===== src/rtl/cts_pkg.sv =====
`timescale 1ns / 1ps
// ============================================================================
// cts_pkg
// Shared types, widths and helpers for the cosine Taylor series unit.
// ============================================================================
package cts_pkg;

    // Default and largest supported number of series terms.
    localparam int CTS_MAX_TERMS = 16;

    // Field widths of the request and result.
    localparam int NT_W   = 5;   // term count field
    localparam int X_W    = 16;  // angle, Q2.13
    localparam int RES_W  = 32;  // sum, Q15.16

    // Datapath widths.
    localparam int XABS_W = X_W + 1;          // magnitude of the angle
    localparam int XSQ_W  = 31;               // x squared, Q.26, at most 2^30
    localparam int M_W    = 35;               // term magnitude, Q.30
    localparam int MLO_W  = 18;               // low slice of the term for the multiplier
    localparam int MHI_W  = M_W - MLO_W;      // high slice of the term
    localparam int MUL_W  = MLO_W + XSQ_W;    // partial product width
    localparam int PROD_W = M_W + XSQ_W;      // full product width
    localparam int SHR_Q  = 26;               // Q.56 back to Q.30
    localparam int DVD_W  = PROD_W - SHR_Q;   // dividend width
    localparam int DEN_W  = 10;               // (2k-1)(2k) for k up to 15
    localparam int BCNT_W = $clog2(DVD_W);
    localparam int SUM_W  = 40;               // running sum, signed Q.30
    localparam int FRAC_DROP = 14;            // Q.30 to Q.16
    localparam int Q16_W  = SUM_W - FRAC_DROP;

    // Controller states.
    typedef enum logic [2:0] {
        ST_IDLE,
        ST_CHECK,
        ST_MUL_LO,
        ST_MUL_HI,
        ST_DIV_INIT,
        ST_DIV,
        ST_ACCUM,
        ST_FINISH
    } state_t;

    // Commands from the controller to the datapath.
    typedef struct packed {
        logic             load;      // take a new request
        logic             mul_lo;    // low partial product
        logic             mul_hi;    // high partial product, accumulated
        logic             div_init;  // start the serial division
        logic             div_step;  // one quotient bit
        logic             accum;     // fold the new term into the sum
        logic             subtract;  // odd term index: subtract
        logic             out_load;  // capture the result
        logic [NT_W-1:0]  term_idx;  // current term index k
    } cmd_t;

    // Status from the datapath to the controller.
    typedef struct packed {
        logic div_last;  // final quotient bit this cycle
    } sts_t;

    // Divisor of term k: (2k-1)(2k).
    function automatic logic [DEN_W-1:0] term_den(input logic [NT_W-1:0] k);
        logic [DEN_W-1:0] a;
        a = DEN_W'({k, 1'b0});
        return a * (a - DEN_W'(1));
    endfunction

endpackage


===== src/rtl/cts_ctrl.sv =====
`timescale 1ns / 1ps
// ============================================================================
// cts_ctrl
// Sequencer for the series: walks each term through multiply, divide and
// accumulate, and owns the request and result handshakes.
// ============================================================================
module cts_ctrl
    import cts_pkg::*;
#(
    parameter int MAX_TERMS = CTS_MAX_TERMS
) (
    input  logic            aclk,
    input  logic            aresetn,
    input  logic            s_valid,
    output logic            s_ready,
    input  logic [NT_W-1:0] s_num_terms,
    output logic            m_valid,
    input  logic            m_ready,
    output cmd_t            cmd,
    input  sts_t            sts
);

    localparam int N_W = $clog2(MAX_TERMS + 1);

    state_t         state_reg, state_next;
    logic [N_W-1:0] n_reg, n_next;
    logic [N_W-1:0] k_reg, k_next;
    logic           m_valid_reg, m_valid_next;
    logic           out_free;
    logic           accept;

    assign out_free = !m_valid_reg || m_ready;
    assign accept   = s_valid && s_ready;

    // Next state.
    always_comb begin
        state_next = state_reg;
        unique case (state_reg)
            ST_IDLE:     if (s_valid) state_next = ST_CHECK;
            ST_CHECK:    state_next = (k_reg >= n_reg) ? ST_FINISH : ST_MUL_LO;
            ST_MUL_LO:   state_next = ST_MUL_HI;
            ST_MUL_HI:   state_next = ST_DIV_INIT;
            ST_DIV_INIT: state_next = ST_DIV;
            ST_DIV:      if (sts.div_last) state_next = ST_ACCUM;
            ST_ACCUM:    state_next = ST_CHECK;
            ST_FINISH:   if (out_free) state_next = ST_IDLE;
            default:     state_next = ST_IDLE;
        endcase
    end

    // Commands and handshake outputs.
    always_comb begin
        cmd          = '0;
        cmd.term_idx = NT_W'(k_reg);
        cmd.subtract = k_reg[0];
        s_ready      = 1'b0;
        unique case (state_reg)
            ST_IDLE: begin
                s_ready  = 1'b1;
                cmd.load = s_valid;
            end
            ST_MUL_LO:   cmd.mul_lo   = 1'b1;
            ST_MUL_HI:   cmd.mul_hi   = 1'b1;
            ST_DIV_INIT: cmd.div_init = 1'b1;
            ST_DIV:      cmd.div_step = 1'b1;
            ST_ACCUM:    cmd.accum    = 1'b1;
            ST_FINISH:   cmd.out_load = out_free;
            default: ;
        endcase
    end

    // Term counters and the result valid flag.
    always_comb begin
        n_next = n_reg;
        k_next = k_reg;
        if (accept) begin
            n_next = (s_num_terms > NT_W'(MAX_TERMS)) ? N_W'(MAX_TERMS)
                                                       : N_W'(s_num_terms);
            k_next = N_W'(1);
        end else if (cmd.accum) begin
            k_next = k_reg + N_W'(1);
        end
        if (cmd.out_load) begin
            m_valid_next = 1'b1;
        end else if (m_ready) begin
            m_valid_next = 1'b0;
        end else begin
            m_valid_next = m_valid_reg;
        end
    end

    always_ff @(posedge aclk) begin
        if (!aresetn) begin
            state_reg   <= ST_IDLE;
            n_reg       <= '0;
            k_reg       <= '0;
            m_valid_reg <= 1'b0;
        end else begin
            state_reg   <= state_next;
            n_reg       <= n_next;
            k_reg       <= k_next;
            m_valid_reg <= m_valid_next;
        end
    end

    assign m_valid = m_valid_reg;

endmodule


===== src/rtl/cts_datapath.sv =====
`timescale 1ns / 1ps
// ============================================================================
// cts_datapath
// Arithmetic for the series: x squared, a shared split multiplier, a
// restoring bit-serial divider, the running sum and the output stage.
// ============================================================================
module cts_datapath
    import cts_pkg::*;
(
    input  logic                    aclk,
    input  logic signed [X_W-1:0]   s_x_value,
    input  cmd_t                    cmd,
    output sts_t                    sts,
    output logic signed [RES_W-1:0] m_series_sum,
    output logic                    m_saturated
);

    logic [XSQ_W-1:0]        xsq_reg, xsq_next;
    logic [M_W-1:0]          m_reg, m_next;
    logic [PROD_W-1:0]       prod_reg, prod_next;
    logic [DVD_W-1:0]        dvd_reg, dvd_next;
    logic [DEN_W-1:0]        rem_reg, rem_next;
    logic [DEN_W-1:0]        den_reg, den_next;
    logic [BCNT_W-1:0]       bcnt_reg, bcnt_next;
    logic signed [SUM_W-1:0] sum_reg, sum_next;
    logic [RES_W-1:0]        res_reg, res_next;
    logic                    sat_reg, sat_next;

    logic [XABS_W-1:0] x_ext, x_abs;
    logic [MLO_W-1:0]  mul_a;
    logic [MUL_W-1:0]  mul_p;
    logic [DEN_W:0]    trial;
    logic              qbit;
    logic              neg;
    logic [SUM_W-1:0]  mag;
    logic [Q16_W-1:0]  q16;
    logic [RES_W:0]    q16_ext;
    logic              clip;

    // Angle magnitude and its square, taken when a request arrives.
    assign x_ext = {s_x_value[X_W-1], s_x_value};
    assign x_abs = s_x_value[X_W-1] ? (XABS_W'(0) - x_ext) : x_ext;

    // One shared multiplier covers the term in two slices.
    assign mul_a = cmd.mul_hi ? MLO_W'(m_reg[M_W-1:MLO_W]) : m_reg[MLO_W-1:0];
    assign mul_p = MUL_W'(mul_a) * MUL_W'(xsq_reg);

    // Restoring division step: one quotient bit per cycle.
    assign trial = {rem_reg, dvd_reg[DVD_W-1]};
    assign qbit  = (trial >= {1'b0, den_reg});

    assign sts.div_last = (bcnt_reg == BCNT_W'(DVD_W - 1));

    // Q.30 sum to saturated Q15.16, truncating toward zero.
    assign neg     = sum_reg[SUM_W-1];
    assign mag     = neg ? (SUM_W'(0) - SUM_W'(sum_reg)) : SUM_W'(sum_reg);
    assign q16     = mag[SUM_W-1:FRAC_DROP];
    assign q16_ext = (RES_W + 1)'(q16);
    assign clip    = neg ? (q16_ext > {2'b01, {(RES_W - 1){1'b0}}})
                         : (q16_ext > {2'b00, {(RES_W - 1){1'b1}}});

    always_comb begin
        xsq_next  = xsq_reg;
        m_next    = m_reg;
        prod_next = prod_reg;
        dvd_next  = dvd_reg;
        rem_next  = rem_reg;
        den_next  = den_reg;
        bcnt_next = bcnt_reg;
        sum_next  = sum_reg;
        res_next  = res_reg;
        sat_next  = sat_reg;

        // New request: term and sum start at 1.0.
        if (cmd.load) begin
            xsq_next = XSQ_W'(x_abs) * XSQ_W'(x_abs);
            m_next   = M_W'(1) << 30;
            sum_next = SUM_W'(1) << 30;
        end

        // Product of the term and x squared.
        if (cmd.mul_lo) begin
            prod_next = PROD_W'(mul_p);
        end
        if (cmd.mul_hi) begin
            prod_next = prod_reg + (PROD_W'(mul_p) << MLO_W);
        end

        // Divider control.
        if (cmd.div_init) begin
            dvd_next  = prod_reg[PROD_W-1:SHR_Q];
            rem_next  = '0;
            den_next  = term_den(cmd.term_idx);
            bcnt_next = '0;
        end
        if (cmd.div_step) begin
            rem_next  = qbit ? DEN_W'(trial - {1'b0, den_reg}) : trial[DEN_W-1:0];
            dvd_next  = {dvd_reg[DVD_W-2:0], qbit};
            bcnt_next = bcnt_reg + BCNT_W'(1);
        end

        // Fold the new term into the sum with alternating sign.
        if (cmd.accum) begin
            m_next   = dvd_reg[M_W-1:0];
            sum_next = cmd.subtract ? (sum_reg - $signed(SUM_W'(dvd_reg)))
                                    : (sum_reg + $signed(SUM_W'(dvd_reg)));
        end

        // Output register.
        if (cmd.out_load) begin
            sat_next = clip;
            if (clip) begin
                res_next = neg ? {1'b1, {(RES_W - 1){1'b0}}} : {1'b0, {(RES_W - 1){1'b1}}};
            end else begin
                res_next = neg ? (RES_W'(0) - RES_W'(q16)) : RES_W'(q16);
            end
        end
    end

    always_ff @(posedge aclk) begin
        xsq_reg  <= xsq_next;
        m_reg    <= m_next;
        prod_reg <= prod_next;
        dvd_reg  <= dvd_next;
        rem_reg  <= rem_next;
        den_reg  <= den_next;
        bcnt_reg <= bcnt_next;
        sum_reg  <= sum_next;
        res_reg  <= res_next;
        sat_reg  <= sat_next;
    end

    assign m_series_sum = $signed(res_reg);
    assign m_saturated  = sat_reg;

endmodule


===== src/rtl/cosine_taylor_series_unit.sv =====
`timescale 1ns / 1ps
// ============================================================================
// cosine_taylor_series_unit
// Partial Taylor sum of cos x in fixed point, one request at a time.
// ============================================================================
// Usage:
// A request carries a term count (s_num_terms, counting the leading 1) and
// an angle in signed Q2.13 (s_x_value) on a valid/ready channel. The result
// comes back on the m_ channel as a signed Q15.16 sum with a saturation flag.
// Counts of zero or one give 1.0; counts above MAX_TERMS are clamped.
// Each further term passes a loop check, the split multiply (low, then high
// slice) on the shared multiplier, a divider setup, the bit-serial divide by
// (2k-1)(2k) and an accumulate step. One request is worked on at a time.
// A new request is taken as soon as the previous result sits in the output
// register, even while the receiver still stalls it. A finished result waits
// there until m_ready; the next one cannot leave the sequencer until then.
// Reset (aresetn low, synchronous) returns the sequencer to idle and drops
// m_valid; no stored data needs clearing.
// ============================================================================
module cosine_taylor_series_unit
    import cts_pkg::*;
#(
    parameter int MAX_TERMS = CTS_MAX_TERMS
) (
    input  logic                    aclk,
    input  logic                    aresetn,
    input  logic                    s_valid,
    output logic                    s_ready,
    input  logic [NT_W-1:0]         s_num_terms,
    input  logic signed [X_W-1:0]   s_x_value,
    output logic                    m_valid,
    input  logic                    m_ready,
    output logic signed [RES_W-1:0] m_series_sum,
    output logic                    m_saturated
);

    cmd_t cmd;
    sts_t sts;

    // Sequencer.
    cts_ctrl #(
        .MAX_TERMS (MAX_TERMS)
    ) u_ctrl (
        .aclk        (aclk),
        .aresetn     (aresetn),
        .s_valid     (s_valid),
        .s_ready     (s_ready),
        .s_num_terms (s_num_terms),
        .m_valid     (m_valid),
        .m_ready     (m_ready),
        .cmd         (cmd),
        .sts         (sts)
    );

    // Arithmetic.
    cts_datapath u_datapath (
        .aclk         (aclk),
        .s_x_value    (s_x_value),
        .cmd          (cmd),
        .sts          (sts),
        .m_series_sum (m_series_sum),
        .m_saturated  (m_saturated)
    );

`ifndef ASSERT_OFF
    // Reset leaves no result pending.
    a_reset_clears: assert property (@(posedge aclk)
        !aresetn |=> !m_valid)
        else $error("result valid after reset");

    // Once a request is taken the sequencer is busy the next cycle.
    a_busy_after_accept: assert property (@(posedge aclk) disable iff (!aresetn)
        s_valid && s_ready |=> !s_ready)
        else $error("second request taken while busy");

    // A single-term request returns exactly 1.0 once the sequencer has passed its check and finish states.
    a_single_term: assert property (@(posedge aclk) disable iff (!aresetn)
        s_valid && s_ready && (s_num_terms <= 5'd1) && !m_valid
        |=> ##2 m_valid && (m_series_sum == 32'sh0001_0000) && !m_saturated)
        else $error("wrong result for one term");
`endif

endmodule


===== config.mk =====
export PLATFORM = sky130hd
export DESIGN_NAME = cosine_taylor_series_unit
export DESIGN_NICKNAME = d
export VERILOG_FILES = /design/src/rtl/cts_pkg.sv /design/src/rtl/cts_ctrl.sv /design/src/rtl/cts_datapath.sv /design/src/rtl/cosine_taylor_series_unit.sv
export SDC_FILE = /design/constraint.sdc
export NUM_CORES = 2
export LEC_CHECK = 0
export ABC_AREA = 1
export ABC_CLOCK_PERIOD_IN_PS = 7600
export BUFFER_PORTS_ARGS = -buffer_cell sky130_fd_sc_hd__buf_4
export CAP_MARGIN = 0
export CORE_ASPECT_RATIO = 1.25
export CORE_UTILIZATION = 45
export CTS_CLUSTER_DIAMETER = 80
export DETAILED_ROUTE_END_ITERATION = 8
export GPL_TIMING_DRIVEN = 1
export PLACE_DENSITY_LB_ADDON = 0.1
export RECOVER_POWER = 50
export SYNTH_ARGS = -nofsm -noshare
export SYNTH_HDL_FRONTEND = slang
export SYNTH_SLANG_ARGS = --single-unit

===== constraint.sdc =====
create_clock -name aclk -period 7.6 [get_ports aclk]
set_clock_uncertainty 0.15 [all_clocks]
set_input_delay 0.76 -clock aclk [delete_from_list [all_inputs] [get_ports aclk]]
set_output_delay 0.76 -clock aclk [all_outputs]
set_load 0.02 [all_outputs]

==> results.toml <==
[run_status]
status = "finished with violations"
failed_checks = "capacitance limit, slew limit, setup timing"

[logic_synthesis]
synthTopCellsByArea = "fa_1, edfxtp_1, inv_1"
yosys_warnings = 0
synthesis.area_um2 = 44900
avgSynthCellArea_um2 = 7.85
synth_cell_type_count = 60
synthTopCellsByCount = "inv_1, nand2_1, nor2_1, fa_1, ha_1"
number_of_enable_type_register_cells_in_the_synthesized_netlist = 245
postSynth.asyncResetShare_pct = 0
post-synth-top-area-cell = "fa_1"
synthFlopType = "edfxtp_1"
synthesis.instances = 5718
synth_sequential_area_ratio_pct = 17.0
ys_seq_elements = 259
yosysTopAreaCellShare_pct = 29.2
synth_most_common_cell = "inv_1"

[detailed_routing]
number_of_vias_in_the_routed_layout = 39035
drtPass1Iterations = 5
drcViolationCount = 0
dr.first_iter.drc_count = 1986
via_per_inst = 5.06
routed_wl_um = 147000
ant_nets = 0
wl_per_cell_um = 19.0

[worst_setup_path]
critPathBufInv = 15
cp.arrival_ns = 8.34
crit_type = "reg -> reg"
critPathMostFrequentCell = "buf_4"
regToRegSetupSlack_ns = -0.56
path_delay_family = "adder cells"
startpoint_type = "flip-flop"
crit_fanout = 6
cp_slowest_cell = "fa_1"
worst_ep_required_time_ns = 7.78
timing.critical_path.to_type = "flip-flop"
cpPeakStageDelay_ns = 0.56

[sta]
unrepaired_setup_endpoints_after_global_routing = "true"
tightest_slew_ns = 3.35
clock.fmax_mhz = 123
timing.max_slew.rel_slack_pct = -123
maxSlewViolCount = 254
finalHoldViolCount = 0
finalWorstPathRequiredPeriod_ns = 8.16
min_period_over_period_pct = 107
final.hold.worst_slack_ns = 0.267
setup_ws_ns = -0.560
setup_viol = 31

[global_routing]
largest_net_degree_at_the_start_of_global_routing = 76
antenna_found_initial = 1
grt_remaining_overflow = 0
wire_length_of_the_first_global_routing_pass_um = 228000
track_usage_pct = 29.4
grt_pass1_vias = 40995

[layout]
drive_above_1_share_pct = 19.5
final_net_count = 7397
diode_count = 0
largest_register_ff_count = 48
area_delta_synth_final_pct = 23.7

[floorplanning]
placementRows = 129
die_footprint_um2 = 101000
design.core.area_um2 = 98900
vert_die_dim_um = 355
dieWidth_um = 284
initial_utilization_pct = 45.3
io_pins = 60

[place]
routabilityCongestion = 1.00
post_dp_hpwl_um = 125000
place_worst_setup_slack_ns = -0.924
portbufs = 58

[clocking]
cts_buffer_depth = 3
numCtsBuffers = 36
clock-sinks = 259
ctsHoldBuffers = 0
clk_root_buffer_cell = "clkbuf_16"
clkLatencyLatePin_ns = 0.60
path_clk_slew_ns = 0.06
tritoncts = "built"
cts-htree-levels = 2

[worst_hold_path]
hold_crit_class = "in -> reg"

[flow_run]
max-cap-violations = 6
[worst paths after layout]
kind	cells after the start	to	start
max reg2reg	40	u_datapath.prod_reg[58]$_SDFFCE_PN0P_	u_ctrl.state_reg[1]$_SDFFE_PN0P_
min reg2reg	2	u_ctrl.n_reg[0]$_SDFFE_PN0P_	u_ctrl.n_reg[0]$_SDFFE_PN0P_
max	40	u_datapath.prod_reg[58]$_SDFFCE_PN0P_	u_ctrl.state_reg[1]$_SDFFE_PN0P_
min	3	u_ctrl.state_reg[1]$_SDFFE_PN0P_	aresetn
[cell type report]
class,instances,area (um2)
clock buffer,42,923
clock inverter,22,288
fill,9391,43400
inverter,1282,4830
multi-input combinational,4072,34300
sequential,259,7640
tap,1310,1640
timing repair buffer,722,5880
[tightest hold or removal path, delay by kind of cell]
family	cells	cell delay (ns)
and+or+nand+nor	1	0.06
buffers and inverters	2	0.17
[per-layer routing]
metal  share of wire [%]  global-route usage (%)  vias up
li1                    -                       -    18820
met1                  39                    34.0    18999
met2                  51                    53.2      883
met3                 3.4                    2.34      333
met4                 7.0                    17.0        0
met5                   0                       0        -
[what timing repair did]
action                     in CTS  in global routing
setup endpoints to repair      36                 36
pin swaps                      52                120
gates resized for setup       261                287
buffers inserted               22                 30
cloned                          0                  2
[cells in the final DEF, fill, tap and decap left out, types with 45 or more instances in the layout]
cell type / netlist / routed
inv_1: 1241 / 1223
nand2_1: 1159 / 1095
fa_1: 655 / 651
buf_4: 9 / 617
nor2_1: 656 / 587
ha_1: 344 / 294
edfxtp_1: 245 / 245
a21oi_1: 264 / 200
o21ai_0: 249 / 190
nand3_1: 154 / 142
xor2_1: 116 / 104
nand2_2: 24 / 76
nor2_2: 18 / 56
clkbuf_1: 63 / 50
o21ai_1: 21 / 49
a21oi_2: 5 / 49
ha_4: 0 / 46
xnor2_1: 53 / 45
nand4_1: 45 / 45
[metrics by stage]
step	cell area, um2	setup TNS (ns)	utilization (%)	std cells
after floorplan	45200	-0.00314	-	5751
after global placement	51700	-22.39	52.3	7594
after detailed placement	51700	-23.24	52.3	7594
after CTS	54200	-12.85	54.8	7680
after global routing	55500	-21.83	56.1	7709
final	55500	-12.32	56.1	7709
[logic make-up after synthesis]
| kind of cell | Yosys count | synth area share (%) |
|---|---|---|
| AOI/OAI and AO/OA | 681 | 8.45 |
| xor gates and xnor gates | 173 | 3.46 |
| DFF | 259 | 17.0 |
| buffers and inverters | 1420 | 12.1 |
| and+or+nand+nor | 2184 | 20.2 |
| adders and majority gates | 999 | 38.8 |
| other | 2 | 0.0167 |
Power is not shown: default switching activity piles up to over one toggle a cycle in this logic, so the estimate is an artifact.
